--- src/rtl/xdcd_pkg.sv ---
// Shared types and constants for the XOR-delta command decoder.
`default_nettype none

package xdcd_pkg;

  // Decoder phase, one-hot.
  typedef enum logic [6:0] {
    PH_CMD      = 7'b0000001,
    PH_SF_COUNT = 7'b0000010,
    PH_SF_VALUE = 7'b0000100,
    PH_LONG_LO  = 7'b0001000,
    PH_LONG_HI  = 7'b0010000,
    PH_LF_VALUE = 7'b0100000,
    PH_LIT      = 7'b1000000
  } phase_t;

  // Action codes.
  localparam logic [1:0] ACT_NONE = 2'd0;
  localparam logic [1:0] ACT_SKIP = 2'd1;
  localparam logic [1:0] ACT_FILL = 2'd2;
  localparam logic [1:0] ACT_LIT  = 2'd3;

  // Stream status codes.
  localparam logic [1:0] ST_RUNNING = 2'd0;
  localparam logic [1:0] ST_DONE    = 2'd1;
  localparam logic [1:0] ST_FAIL    = 2'd2;

  // Command byte values and long count fields.
  localparam logic [7:0] CMD_FILL = 8'h00;
  localparam logic [7:0] CMD_LONG = 8'h80;
  localparam int         LONG_SKIP_BIT = 15;
  localparam int         LONG_FILL_BIT = 14;

  // One input request held in the input stage.
  typedef struct packed {
    logic [7:0] src_byte;
    logic       first_byte;
    logic       last_byte;
  } in_item_t;

  // Action decoded from one byte.
  typedef struct packed {
    logic [1:0]  action;
    logic [14:0] run_length;
    logic [7:0]  xor_value;
  } act_t;

endpackage

`default_nettype wire

--- src/rtl/xdcd_in_stage.sv ---
// Input register stage of the XOR-delta command decoder.
`default_nettype none

module xdcd_in_stage (
  input  wire logic              clk,
  input  wire logic              rst,
  input  wire logic              in_valid,
  output logic                   in_stall,
  input  wire xdcd_pkg::in_item_t in_item,
  input  wire logic              advance,
  output logic                   s1_valid,
  output xdcd_pkg::in_item_t     s1_item
);
  import xdcd_pkg::*;

  logic accept;

  // The stage takes a new request whenever it is empty or its request moves on.
  assign in_stall = s1_valid && !advance;
  assign accept   = in_valid && !in_stall;

  // Valid flag.
  always_ff @(posedge clk) begin
    if (rst) begin
      s1_valid <= 1'b0;
    end else if (accept) begin
      s1_valid <= 1'b1;
    end else if (advance) begin
      s1_valid <= 1'b0;
    end
  end

  // Payload.
  always_ff @(posedge clk) begin
    if (accept) begin
      s1_item <= in_item;
    end
  end

endmodule

`default_nettype wire

--- src/rtl/xdcd_decode.sv ---
// Combinational decode of one delta byte against the current stream state.
`default_nettype none

module xdcd_decode #(
  parameter int PW = 16
) (
  input  wire logic              [15:0]   dest_length,
  input  wire xdcd_pkg::in_item_t         item,
  input  wire xdcd_pkg::phase_t           phase,
  input  wire logic              [PW-1:0] write_pos,
  input  wire logic              [13:0]   pending_count,
  input  wire logic              [7:0]    count_low,
  input  wire logic              [1:0]    outcome,
  output xdcd_pkg::phase_t                phase_next,
  output logic                   [PW-1:0] write_pos_next,
  output logic                   [13:0]   pending_count_next,
  output logic                   [7:0]    count_low_next,
  output logic                   [1:0]    outcome_next,
  output xdcd_pkg::act_t                  act
);
  import xdcd_pkg::*;

  localparam logic [15:0] LEN_CAP = 16'((32'd1 << PW) - 32'd1);

  always_comb begin
    phase_t      ph;
    logic [PW-1:0] wp;
    logic [13:0] pc;
    logic [7:0]  cl;
    logic [1:0]  oc;
    logic [7:0]  b;
    logic [15:0] wp16;
    logic [15:0] len16;
    logic [15:0] room16;
    logic [15:0] n_long;
    logic [15:0] skip_n;
    logic [15:0] fill_n;
    logic [15:0] fill_r;
    logic [15:0] lit_n;
    logic [15:0] wp_inc;
    logic [7:0]  fill_v;
    logic        do_skip;
    logic        do_fill;
    logic        do_lit;

    // A first byte restarts the stream before it is decoded.
    b  = item.src_byte;
    ph = item.first_byte ? PH_CMD : phase;
    wp = item.first_byte ? '0 : write_pos;
    pc = item.first_byte ? '0 : pending_count;
    cl = item.first_byte ? '0 : count_low;
    oc = item.first_byte ? ST_RUNNING : outcome;

    phase_next         = ph;
    write_pos_next     = wp;
    pending_count_next = pc;
    count_low_next     = cl;
    outcome_next       = oc;
    act                = '0;

    do_skip = 1'b0;
    do_fill = 1'b0;
    do_lit  = 1'b0;
    skip_n  = '0;
    fill_n  = '0;
    fill_v  = '0;
    lit_n   = '0;
    n_long  = {b, cl};

    // Usable length and the room left behind the write position.
    len16  = (dest_length > LEN_CAP) ? LEN_CAP : dest_length;
    wp16   = 16'(wp);
    room16 = (wp16 < len16) ? (len16 - wp16) : 16'd0;
    wp_inc = wp16 + 16'd1;
    fill_r = '0;

    if (oc == ST_RUNNING) begin
      if (len16 == 16'd0) begin
        outcome_next = ST_FAIL;
      end else begin
        // Phase decode; skip, fill and literal starts are finished below.
        unique case (ph)
          PH_CMD: begin
            if (b == CMD_FILL) begin
              phase_next = PH_SF_COUNT;
            end else if (b == CMD_LONG) begin
              phase_next = PH_LONG_LO;
            end else if (b[7]) begin
              do_skip = 1'b1;
              skip_n  = {9'd0, b[6:0]};
            end else begin
              do_lit = 1'b1;
              lit_n  = {8'd0, b};
            end
          end
          PH_SF_COUNT: begin
            count_low_next = b;
            phase_next     = PH_SF_VALUE;
          end
          PH_SF_VALUE: begin
            do_fill = 1'b1;
            fill_n  = {8'd0, cl};
            fill_v  = b;
          end
          PH_LONG_LO: begin
            count_low_next = b;
            phase_next     = PH_LONG_HI;
          end
          PH_LONG_HI: begin
            if (n_long == 16'd0) begin
              outcome_next = ST_DONE;
              phase_next   = PH_CMD;
            end else if (!n_long[LONG_SKIP_BIT]) begin
              do_skip = 1'b1;
              skip_n  = n_long;
            end else if (n_long[LONG_FILL_BIT]) begin
              pending_count_next = n_long[13:0];
              phase_next         = PH_LF_VALUE;
            end else begin
              do_lit = 1'b1;
              lit_n  = {2'd0, n_long[13:0]};
            end
          end
          PH_LF_VALUE: begin
            do_fill = 1'b1;
            fill_n  = {2'd0, pc};
            fill_v  = b;
          end
          PH_LIT: begin
            if (room16 == 16'd0) begin
              outcome_next = ST_FAIL;
            end else begin
              act.action         = ACT_LIT;
              act.run_length     = 15'd1;
              act.xor_value      = b;
              write_pos_next     = PW'(wp_inc);
              pending_count_next = pc - 14'd1;
              if (pc == 14'd1) begin
                phase_next = PH_CMD;
              end else if (wp_inc >= len16) begin
                outcome_next = ST_FAIL;
              end
            end
          end
          default: begin
            outcome_next = ST_FAIL;
          end
        endcase

        // Skip: an overrun fails and leaves the position where it is.
        if (do_skip) begin
          if (skip_n > room16) begin
            outcome_next = ST_FAIL;
          end else begin
            act.action     = ACT_SKIP;
            act.run_length = skip_n[14:0];
            write_pos_next = PW'(wp16 + skip_n);
            phase_next     = PH_CMD;
          end
        end

        // Fill: clipped to the room left, an overrun fails.
        if (do_fill) begin
          fill_r = (fill_n <= room16) ? fill_n : room16;
          if (fill_r != 16'd0) begin
            act.action     = ACT_FILL;
            act.run_length = fill_r[14:0];
            act.xor_value  = fill_v;
            write_pos_next = PW'(wp16 + fill_r);
          end
          if (fill_n > room16) begin
            outcome_next = ST_FAIL;
          end
          phase_next = PH_CMD;
        end

        // Literal run start; an empty run does nothing.
        if (do_lit) begin
          if (lit_n == 16'd0) begin
            phase_next = PH_CMD;
          end else begin
            pending_count_next = lit_n[13:0];
            phase_next         = PH_LIT;
            if (room16 == 16'd0) begin
              outcome_next = ST_FAIL;
            end
          end
        end
      end

      // A stream still running on its last source byte has ended early.
      if ((outcome_next == ST_RUNNING) && item.last_byte) begin
        outcome_next = ST_FAIL;
      end
    end
  end

endmodule

`default_nettype wire

--- src/rtl/xor_delta_command_decoder.sv ---
// Top level of the XOR-delta command decoder: state, result register and checks.
//
// Usage:
//   Delta bytes enter on the input channel (in_valid / in_stall) with src_byte,
//   first_byte (restart the stream before this byte) and last_byte (final byte).
//   Every accepted byte yields exactly one result on the output channel
//   (out_valid / out_stall): action, start_pos, run_length, xor_value, status.
//   dest_length is written through the cfg_valid / cfg_ready port, which is
//   always ready; write it only while no request is in flight.
//   A byte accepted on the input channel is held in the input register, and its
//   result is then registered in the result register, from which it is taken
//   on the output channel.
//   Throughput: one byte per cycle while out_stall is low; the whole decode
//   of a byte and the stream state update sit between input and result registers.
//   When the receiver stalls, the result register holds; the input register
//   takes one more byte only if it is empty, and in_stall is high while it
//   holds a byte, until the result moves on.
//   Reset clears both registers' valid flags, the stream state (command phase,
//   position zero, running) and dest_length to zero.
`default_nettype none

module xor_delta_command_decoder #(
  parameter int POS_BITS = 16
) (
  input  wire logic        clk,
  input  wire logic        rst,
  // Configuration write port.
  input  wire logic        cfg_valid,
  output logic             cfg_ready,
  input  wire logic [15:0] dest_length,
  // Input channel.
  input  wire logic        in_valid,
  output logic             in_stall,
  input  wire logic [7:0]  src_byte,
  input  wire logic        first_byte,
  input  wire logic        last_byte,
  // Result channel.
  output logic             out_valid,
  input  wire logic        out_stall,
  output logic [1:0]       action,
  output logic [15:0]      start_pos,
  output logic [14:0]      run_length,
  output logic [7:0]       xor_value,
  output logic [1:0]       status
);
  import xdcd_pkg::*;

  // The position never exceeds the 16-bit length, nor the configured cap.
  localparam int PW = (POS_BITS < 16) ? POS_BITS : 16;

  in_item_t      in_item;
  in_item_t      s1_item;
  logic          s1_valid;
  logic          advance;
  logic [15:0]   dest_length_q;

  phase_t        phase;
  phase_t        phase_next;
  logic [PW-1:0] write_pos;
  logic [PW-1:0] write_pos_next;
  logic [13:0]   pending_count;
  logic [13:0]   pending_count_next;
  logic [7:0]    count_low;
  logic [7:0]    count_low_next;
  logic [1:0]    outcome;
  logic [1:0]    outcome_next;
  act_t          act;

  // Configuration register.
  assign cfg_ready = 1'b1;

  always_ff @(posedge clk) begin
    if (rst) begin
      dest_length_q <= '0;
    end else if (cfg_valid && cfg_ready) begin
      dest_length_q <= dest_length;
    end
  end

  // Input stage.
  assign in_item.src_byte   = src_byte;
  assign in_item.first_byte = first_byte;
  assign in_item.last_byte  = last_byte;

  assign advance = s1_valid && (!out_valid || !out_stall);

  xdcd_in_stage u_in_stage (
    .clk      (clk),
    .rst      (rst),
    .in_valid (in_valid),
    .in_stall (in_stall),
    .in_item  (in_item),
    .advance  (advance),
    .s1_valid (s1_valid),
    .s1_item  (s1_item)
  );

  // Decode of the held byte.
  xdcd_decode #(
    .PW (PW)
  ) u_decode (
    .dest_length        (dest_length_q),
    .item               (s1_item),
    .phase              (phase),
    .write_pos          (write_pos),
    .pending_count      (pending_count),
    .count_low          (count_low),
    .outcome            (outcome),
    .phase_next         (phase_next),
    .write_pos_next     (write_pos_next),
    .pending_count_next (pending_count_next),
    .count_low_next     (count_low_next),
    .outcome_next       (outcome_next),
    .act                (act)
  );

  // Stream state, updated as each request moves into the result register.
  always_ff @(posedge clk) begin
    if (rst) begin
      phase         <= PH_CMD;
      write_pos     <= '0;
      pending_count <= '0;
      count_low     <= '0;
      outcome       <= ST_RUNNING;
    end else if (advance) begin
      phase         <= phase_next;
      write_pos     <= write_pos_next;
      pending_count <= pending_count_next;
      count_low     <= count_low_next;
      outcome       <= outcome_next;
    end
  end

  // Result register valid flag.
  always_ff @(posedge clk) begin
    if (rst) begin
      out_valid <= 1'b0;
    end else if (advance) begin
      out_valid <= 1'b1;
    end else if (!out_stall) begin
      out_valid <= 1'b0;
    end
  end

  // Result register payload.
  always_ff @(posedge clk) begin
    if (advance) begin
      action     <= act.action;
      start_pos  <= s1_item.first_byte ? 16'd0 : 16'(write_pos);
      run_length <= act.run_length;
      xor_value  <= act.xor_value;
      status     <= outcome_next;
    end
  end

  // Once a stream has ended, bytes until the next restart give no action.
  a_ended_no_action: assert property (@(posedge clk) disable iff (rst)
    advance && !s1_item.first_byte && (outcome != ST_RUNNING) |=> action == ACT_NONE)
    else $error("action reported after the stream ended");

  // The input stage only stalls while it holds a request.
  a_stall_when_full: assert property (@(posedge clk) disable iff (rst)
    in_stall |-> s1_valid)
    else $error("input stalled with an empty input register");

  // A literal result always covers exactly one byte.
  a_literal_one_byte: assert property (@(posedge clk) disable iff (rst)
    out_valid && (action == ACT_LIT) |-> run_length == 15'd1)
    else $error("literal result with a run length other than one");

  // A running stream cannot decode a byte after its last byte.
  a_last_ends_stream: assert property (@(posedge clk) disable iff (rst)
    advance && s1_item.last_byte |=> status != ST_RUNNING)
    else $error("stream still running after its last byte");

endmodule

`default_nettype wire
--- config.mk ---
export PLATFORM = sky130hd
export DESIGN_NAME = xor_delta_command_decoder
export DESIGN_NICKNAME = d
export VERILOG_FILES = /design/src/rtl/xdcd_pkg.sv /design/src/rtl/xdcd_in_stage.sv /design/src/rtl/xdcd_decode.sv /design/src/rtl/xor_delta_command_decoder.sv
export SDC_FILE = /design/constraint.sdc
export NUM_CORES = 1
export LEC_CHECK = 0
export BUFFER_PORTS_ARGS = -buffer_cell sky130_fd_sc_hd__buf_2
export CORE_ASPECT_RATIO = 1.4
export CORE_MARGIN = 4
export CORE_UTILIZATION = 50
export DETAILED_ROUTE_END_ITERATION = 6
export GPL_TIMING_DRIVEN = 0
export PLACE_DENSITY = 0.68
export SYNTH_ARGS = -nofsm -noshare
export SYNTH_HDL_FRONTEND = slang
export SYNTH_SLANG_ARGS = --single-unit
--- constraint.sdc ---
create_clock -name clk -period 9.3 [get_ports clk]
set_clock_uncertainty 0.15 [all_clocks]
set_input_delay 1.86 -clock clk [delete_from_list [all_inputs] [get_ports clk]]
set_output_delay 1.86 -clock clk [all_outputs]
set_load 0.01 [all_outputs]
==> results.ini, run 1 <==
[routing]
vias=10800
wl_um=39600
drtIter0Drc=1324
wl_per_cell_um=24.1
via_per_inst=6.56
ant_nets=0
post-route-drc-count=0
drtPass1Iterations=7

[logic_synthesis]
synth_cell_types=93
synth_area_sq_mm=0.0104
syn_nets=1409
synth_edf_count=53
syn_avg_cell_area_sq_um=8.14
ys_warn_count=0
synth_cells=1280
yosysSeqAreaShare=0.278
synthArstFlopShare=0
ys_ff_latch=118
synth.area.top_cells=edfxtp_1 15%, dfxtp_1 12%, ha_1 11%
ys.flop_type=dfxtp_1
synth_top_area_frac=0.153
synth_area_leader_cell=edfxtp_1

[power_and_ir_drop]
switchingPower_mw=0.648
p_clk_frac=0.376
leakage_nw=5.09
ir_worst_vdd_mv=0.133
swShare=0.365
seq_power_share=0.331
power_density_mw_per_mm2=151
intPower_mw=1.13
p_total_mw=1.78
power_frac_comb=0.293

[placed_design]
port_buffers=73
dp_slack_ns=-1.56
place_congestion=1.05
dp_hpwl_um=30500
place_area_sq_mm=0.0111

[timing]
worst_slew_pin_slew_ns=1.37
rsz0062_at_grt=false
period_minus_slack_ns=9.00
worst_slack_ns=0.305
fin_crit_sh=0.967
hold_violations=0
fmax_ghz=0.111
slew_headroom=0.0828
report.final.slew_viol_count=0
final.setup.tns_ns=0
setup_viol=0
whs_ns=0.335

[floorplanning]
fp.dieArea_sq_mm=0.0232
die_w_um=130
core_area_sq_mm=0.0205
rows=62
die-height_um=179
io_pins=77
initial_utilization=0.509

[run]
maxCapViolCount=0

[hold_path]
hp-class=reg -> reg

[clock_tree]
hold_buffers=0
clk_path_buf_depth=2
cts_buffers=17
clock_sinks=118
cts_tree=built
clk_latency_ns=0.45
cts_root_buf=clkbuf_16
ctsHtreeMaxLevel=4
path_clk_slew_ns=0.07

[global_route]
grt_util_all_layers=0.342
antenna_found_initial=1
grt_pass1_vias=10300
grt.overflow.total=0
grt_start_max_net_pins=32
grt_pass1_wl_um=59700

[critical_path]
critPathArrivalTime_ns=9.19
required_ns=9.50
crit_slowest_cell=edfxtp_1
critPathKind=reg -> reg
cp_slowest_stage_delay_ns=0.54
cp-start-kind=register
cp_max_fo=10
end_kind=register

[final_layout]
area_growth_pct=13.2
final_area_sq_mm=0.0118
layout_common_cells=128 x nand2_1, 120 x nor2_1, 95 x ha_1
antenna_cells=0
nets=1506
mostFrequentLayoutCell=nand2_1
drive_above_1_share=0.132

[outcome]
status=finished clean

## Yosys cell counts (4+ instances only)
cell and count:
o21bai_1 4, nand2_1 129, nand2b_1 13, a21oi_1 92
o22ai_1 6, a21o_1 31, o21a_1 7, a32o_1 5
xnor2_1 33, clkbuf_1 42, and3_1 21, o211ai_1 10
nand4_1 9, nand3_1 29, ha_1 95, xor2_1 19
inv_1 60, edfxtp_1 53, or3_1 8, a22o_1 20
nor2b_1 24, a221oi_1 7, nor2_1 120, buf_6 5
a31oi_1 9, a21boi_0 4, a221o_1 9, nor4_1 18
and4_1 4, a211oi_1 8, o21ai_1 12, a22oi_1 30
o21ai_0 74, or2_2 5, o31ai_1 4, dfxtp_1 65
mux2i_1 24, nor3_1 37, a31o_2 5, and4b_1 4
and2_1 28, buf_2 13
## final cells by class
cell class / instances / area [sq um]
buffer: 63 / 315
timing repair buffer: 79 / 423
inverter: 62 / 235
multi-input combinational: 1036 / 7020
clock buffer: 18 / 439
tap: 256 / 320
clock inverter: 14 / 140
fill: 1940 / 8690
sequential: 118 / 2890
## path summary, 6_finish.rpt
kind,slack (ns),endpoint,cells past startpoint,start
max,0.30,write_pos[14],38,u_in_stage.s1_item[1]
min,0.33,write_pos[5],2,write_pos[5]
max reg2reg,0.30,write_pos[14],38,u_in_stage.s1_item[1]
min reg2reg,0.33,write_pos[5],2,write_pos[5]
## critical path: cells and delay by family (launching register included)
kind,cells,cell delay [ns]
AOI/OAI and AO/OA,19,3.92
xor gates and xnor gates,1,0.11
buffers and inverters,7,1.49
and+or+nand+nor,6,1.01
DFF,1,0.54
adders and majority gates,5,1.65
## stage by stage
step                      instances   util
final                          1646  0.576
after global routing           1646  0.576
after CTS                      1643  0.574
after detailed placement       1610  0.543
after global placement         1609  0.542
after floorplan                1280      -
## power by group through the flow
stage | registers [mW] | logic [mW] | clock network (mW)
6_report | 0.589 | 0.520 | 0.668
5_1_grt | 0.590 | 0.560 | 0.690
4_1_cts | 0.587 | 0.503 | 0.670
3_5_place_dp | 0.599 | 0.498 | 0
3_3_place_gp | 0.600 | 0.491 | 0
2_1_floorplan | 0.595 | 0.346 | 0
## kinds of logic (layout without fill, tap and decap cells)
kind of cell,count (synthesis),after routing,share of synthesized area
AND/OR/NAND/NOR,475,475,0.229
AO/OA/AOI/OAI,384,384,0.253
buffers and inverters,126,236,0.0509
flip-flops,118,118,0.278
adder cells (fa/ha/maj),98,98,0.120
XOR/XNOR,52,52,0.0437
multiplexers,25,25,0.0252
other,2,2,0.000721
## sequential cells by signal (all words and copies together), names as in the netlist
signal and flops:
start_pos 16, u_in_stage.s1_item 10, u_in_stage.s1_valid 1, phase 7, write_pos 16, count_low 8, action 2, pending_count 14
dest_length_q 16, out_valid 1, outcome 2, status 2, xor_value 8, run_length 15
## metal layers
| layer | global-route usage | vias to the layer above | wire length, um |
|---|---|---|---|
| met4 | 0.256 | 2 | 3430 |
| met5 | 0 | - | 8 |
| met3 | 0.0692 | 200 | 3010 |
| li1 | - | 4912 | - |
| met1 | 0.380 | 5098 | 14400 |
| met2 | 0.571 | 589 | 18800 |
## what timing repair did
item,4_1_cts,5_1_grt
setup buffers,1,4
resized for setup,15,11
setup endpoints to repair,10,4
pin swaps,0,1
(Power assumes the default switching activity.)
==> run 2, diff against run 1 <==
Settings changed: ABC_AREA from default to 1.
==> run 2 against run 1 <==
Net effect:
- flip-flop and latch count did not move
- largest power group unchanged
- count of clock-buffer cells in the layout rose by 3
- global-route usage rose by 3.1 points
==> results.ini, run 2 <==
[critical_path]
critPathArrivalTime_ns=8.24
crit_slowest_cell=nor2_1
crit_top_cell=nand2_1
path_delay_family=simple AND/OR/NAND/NOR gates
cp-start-kind=register
r2r_setup_slack_ns=1.23
cp_slowest_stage_delay_ns=0.79
cp_max_fo=10
critPathKind=reg -> reg
worstSetupStartpoint=u_in_stage.s1_item[1]
reg2reg_depth=39
required_ns=9.47
r2r-start=u_in_stage.s1_item[1]
end_kind=register
crit_buf_inv=4
reg2reg_to=write_pos[12]

[floorplanning]
die-height_um=185
core_area_sq_mm=0.0219
rows=64
die_w_um=135
io_pins=77
initial_utilization=0.511
fp.dieArea_sq_mm=0.0249

[timing]
worst_slew_pin_slew_ns=1.09
setup_viol=0
slew_headroom=0.264
period_minus_slack_ns=8.07
fin_crit_sh=0.868
worst_slack_ns=1.23
hold_violations=0
report.final.slew_viol_count=0
rsz0062_at_grt=false
final.setup.tns_ns=0
whs_ns=0.314
fmax_ghz=0.124

[routing]
via_per_inst=6.01
vias=12600
drtPass1Iterations=6
post-route-drc-count=0
ant_nets=0
wl_per_cell_um=22.6
drtIter0Drc=1151
wl_um=47200

[final_layout]
area_growth_pct=12.2
multi_input_area_sq_mm=0.00709
layout_common_cells=382 x nand2_1, 228 x inv_1, 175 x a21oi_1
reg_top3=dest_length_q (16), start_pos (16), write_pos (16)
fill_cells=2258
nets=1910
mostFrequentLayoutCell=nand2_1
seqCellArea_sq_mm=0.00289
postLayoutCoreUtil=0.573
drive_above_1_share=0.104
antenna_cells=0

[global_route]
grt_pass1_wl_um=69000
grt.overflow.total=0
grt_util_all_layers=0.373
grt_pass1_vias=11900
grt_start_max_net_pins=36
antenna_found_initial=0

[logic_synthesis]
ys.flop_type=dfxtp_1
synth_edf_count=53
synth_area_sq_mm=0.0112
syn_avg_cell_area_sq_um=6.64
yosysMostFrequentCell=nand2_1
yosysSeqAreaShare=0.258
synth_cell_types=61
synth_area_leader_cell=edfxtp_1
ys_warn_count=0
synth_top_area_frac=0.142
synthArstFlopShare=0
synth.area.top_cells=edfxtp_1 14%, nand2_1 13%, dfxtp_1 12%
syn_nets=1816
ys_ff_latch=118
synth_common_cells=382 x nand2_1, 228 x inv_1, 175 x a21oi_1
synth_cells=1687

[power_and_ir_drop]
ir_worst_vdd_mv=0.134
power_density_mw_per_mm2=157
leakage_nw=6.20

[placed_design]
place_congestion=1.04
dp_slack_ns=1.45
port_buffers=74
dp_hpwl_um=37500

[clock_tree]
cts_buffers=17
clock_sinks=118
cts_root_buf=clkbuf_16
path_clk_slew_ns=0.06
clk_path_buf_depth=2
ctsHtreeMaxLevel=4
cts_setup_buffers=0
hold_buffers=0
ctsResizeCount=0
clk_latency_ns=0.45
cts_tree=built

[run]
maxCapViolCount=0

[outcome]
status=finished clean

[hold_path]
hold_start=count_low[1]
hp-class=reg -> reg
min_path_cells=2
min_to=count_low[1]

==> run 2: cell families (layout without fill, tap and decap cells) <==
kind of cell	after synthesis	count (layout)	share of synthesized area
compound gates	396	396	0.200
xor+xnor	42	42	0.0328
fa+ha+maj	98	98	0.111
buf+inv	301	408	0.110
flops	118	118	0.258
other cells	2	2	0.000670
simple gates	730	730	0.287
==> run 2: stage by stage <==
stage               area (sq um)  cells  power, mW
floorplan                  11200   1687       1.06
global placement           12000   2058       1.25
detailed placement         12000   2059       1.26
CTS                        12600   2091       1.95
global route               12600   2091       2.06
finish                     12600   2091       1.97
==> run 2: area by class of cell <==
type | instances | share of cell area
plain buffers | 63 | 0.0269
clock buffers | 21 | 0.0383
clock inverters | 11 | 0.00955
inverters | 238 | 0.0710
multi-input cells | 1268 | 0.564
flip-flops and latches | 118 | 0.230
well taps | 297 | 0.0296
repair buffers | 75 | 0.0310
==> run 2: worst max-delay path by stage <==
| stage | to | slack [ns] | depth (start not counted) |
|---|---|---|---|
| floorplan | write_pos[12] | 3.26 | 43 |
| global placement | write_pos[12] | 1.50 | 40 |
| detailed placement | write_pos[12] | 1.45 | 42 |
| CTS | write_pos[12] | 1.43 | 42 |
| global route | write_pos[12] | 0.71 | 42 |
| finish | write_pos[12] | 1.23 | 39 |
==> run 2: worst min-delay path: stages, from the launching register on <==
cell	delay, ns
dfxtp_1	0.30
inv_1	0.06
a211oi_1	0.06
==> run 2: report_power, final <==
part	leakage (nW)	switching [mW]	total (mW)	internal, mW
combinational	4.85	0.468	0.674	0.206
sequential	1.06	0.0198	0.595	0.575
clock	0.294	0.281	0.705	0.424
==> run 2: metal layers <==
metal  track usage  part of all wire  up-vias
met5             0                 0        -
met4         0.298             0.090        0
met3        0.0478             0.065      214
met2         0.663              0.49      659
met1         0.395              0.35     5797
li1              -                 -     5890
==> run 3, diff against run 2 <==
Settings changed: ABC_AREA 1 to default, CTS_BUF_LIST from default to sky130_fd_sc_hd__clkbuf_16.
==> run 3 against run 2 <==
Net effect:
- the flow now finishes with violations (design-rule violations)
- wire length is 16% lower
- register-to-register slack worse by 0.92 ns
- critical path depth is 1 lower
- via count is 14% lower
- global-route usage is 3.1 points lower
- cell count is 21% lower
- combinational power is 23% lower
==> results.ini, run 3 (same netlist as run 1, synthesis figures left out) <==
[outcome]
status=complete, but fails checks
violations=design-rule violations

[placed_design]
place_congestion=1.05
place_inst=1610
place_area_sq_mm=0.0111
port_buffers=73
dp_hpwl_um=30500

[timing]
report.final.slew_viol_count=0
hold_violations=0
slew_headroom=0.0770
fmax_ghz=0.111
fin_crit_sh=0.967
worst_slew_pin_slew_ns=1.38
period_minus_slack_ns=8.99
setup_viol=0
rsz0062_at_grt=false

[hold_path]
min_path_cells=2
hold_start=write_pos[5]
hp-class=reg -> reg
min_to=write_pos[5]

[critical_path]
reg2reg_depth=38
r2r-start=u_in_stage.s1_item[1]
path_delay_family=compound AO/OA/AOI/OAI gates
r2r_setup_slack_ns=0.31
critPathArrivalTime_ns=9.19
end_kind=register
critPathKind=reg -> reg
cp_slowest_stage_delay_ns=0.54
cp-start-kind=register
crit_buf_inv=7
required_ns=9.50
crit_slowest_cell=edfxtp_1
cp_max_fo=10
reg2reg_to=write_pos[14]

[final_layout]
mostFrequentLayoutCell=nand2_1
layout_common_cells=128 x nand2_1, 120 x nor2_1, 95 x ha_1
reg_top3=dest_length_q (16), start_pos (16), write_pos (16)
multi_input_area_sq_mm=0.00702
area_growth_pct=13.1
seqCellArea_sq_mm=0.00289
drive_above_1_share=0.132
antenna_cells=0
fill_cells=1941
final_cell_count_no_fill=1646
final_area_sq_mm=0.0118
nets=1506

[global_route]
antenna_found_initial=1
grt_util_all_layers=0.342
grt_pass1_wl_um=59700
grt_pass1_vias=10300
grt_start_max_net_pins=32
grt.overflow.total=0

[clock_tree]
hold_buffers=0
clk_path_buf_depth=2
ctsHtreeMaxLevel=4
cts_root_buf=clkbuf_16
clock_sinks=118
path_clk_slew_ns=0.07
cts_buffers=17
cts_tree=built
clk_latency_ns=0.45

[run]
maxCapViolCount=0

[routing]
vias=10800
wl_um=39600
wl_per_cell_um=24.1
drtIter0Drc=1324
post-route-drc-count=6
drtPass1Iterations=7
ant_nets=0
via_per_inst=6.57

[floorplanning]
fp.dieArea_sq_mm=0.0232
rows=62
initial_utilization=0.509
die-height_um=179
io_pins=77
die_w_um=130
core_area_sq_mm=0.0205

[power_and_ir_drop]
p_total_mw=1.77
leakage_nw=5.08
power_density_mw_per_mm2=150
ir_worst_vdd_mv=0.134

==> run 3: repair_timing <==
item                                    CTS  global route
setup buffers                             1             4
endpoints found under the setup margin   10             4
pin swaps                                 0             1
endpoints found under the hold margin     0             0
resized for setup                        15            11
==> run 3: per-stage QoR <==
stage | setup slack [ns] | setup TNS [ns] | util | hold slack (ns)
3_3_place_gp | -1.56 | -7.86 | 0.542 | 0.305
5_1_grt | 0.0164 | 0 | 0.575 | 0.335
3_5_place_dp | -1.56 | -8.00 | 0.543 | 0.317
2_1_floorplan | 1.25 | 0 | - | 0.285
4_1_cts | 0.00140 | 0 | 0.573 | 0.327
6_report | 0.305 | 0 | 0.575 | 0.335
==> run 3: cell type report <==
class / count / area share
Buffer: 63 / 0.0268
Inverter: 62 / 0.0200
Tap cell: 256 / 0.0272
Clock buffer: 17 / 0.0361
Timing Repair Buffer: 79 / 0.0359
Multi-Input combinational cell: 1036 / 0.596
Clock inverter: 15 / 0.0122
Sequential cell: 118 / 0.246
==> run 3: worst max-delay path by stage <==
stage | endpoint | startpoint | slack (ns) | cells past startpoint
floorplan | write_pos[14] | u_in_stage.s1_item[1] | 1.25 | 38
global placement | write_pos[14] | u_in_stage.s1_item[1] | -1.56 | 38
detailed placement | write_pos[14] | u_in_stage.s1_item[1] | -1.56 | 38
CTS | write_pos[14] | u_in_stage.s1_item[1] | 0.001 | 38
global route | write_pos[15] | u_in_stage.s1_item[1] | 0.02 | 37
finish | write_pos[14] | u_in_stage.s1_item[1] | 0.31 | 38
==> run 3: worst reg2reg max path: cells and delay by family (launching register included) <==
| kind | cells | cell delay [ns] |
|---|---|---|
| AOI/OAI and AO/OA | 19 | 3.92 |
| xor gates and xnor gates | 1 | 0.11 |
| adders and majority gates | 5 | 1.65 |
| buffers and inverters | 7 | 1.50 |
| DFF | 1 | 0.54 |
| and+or+nand+nor | 6 | 1.01 |
==> run 3: layer usage <==
layer / GRT usage / up-vias / part of all wire
li1: - / 4915 / -
met1: 0.380 / 5105 / 0.36
met2: 0.571 / 595 / 0.47
met3: 0.0692 / 205 / 0.075
met4: 0.256 / 2 / 0.087
met5: 0 / - / 0.00020
==> run 3: where the power goes <==
| group | leakage, nW | switching [mW] | internal (mW) |
|---|---|---|---|
| logic | 3.77 | 0.339 | 0.181 |
| clock network | 0.268 | 0.287 | 0.372 |
| registers | 1.04 | 0.0225 | 0.566 |
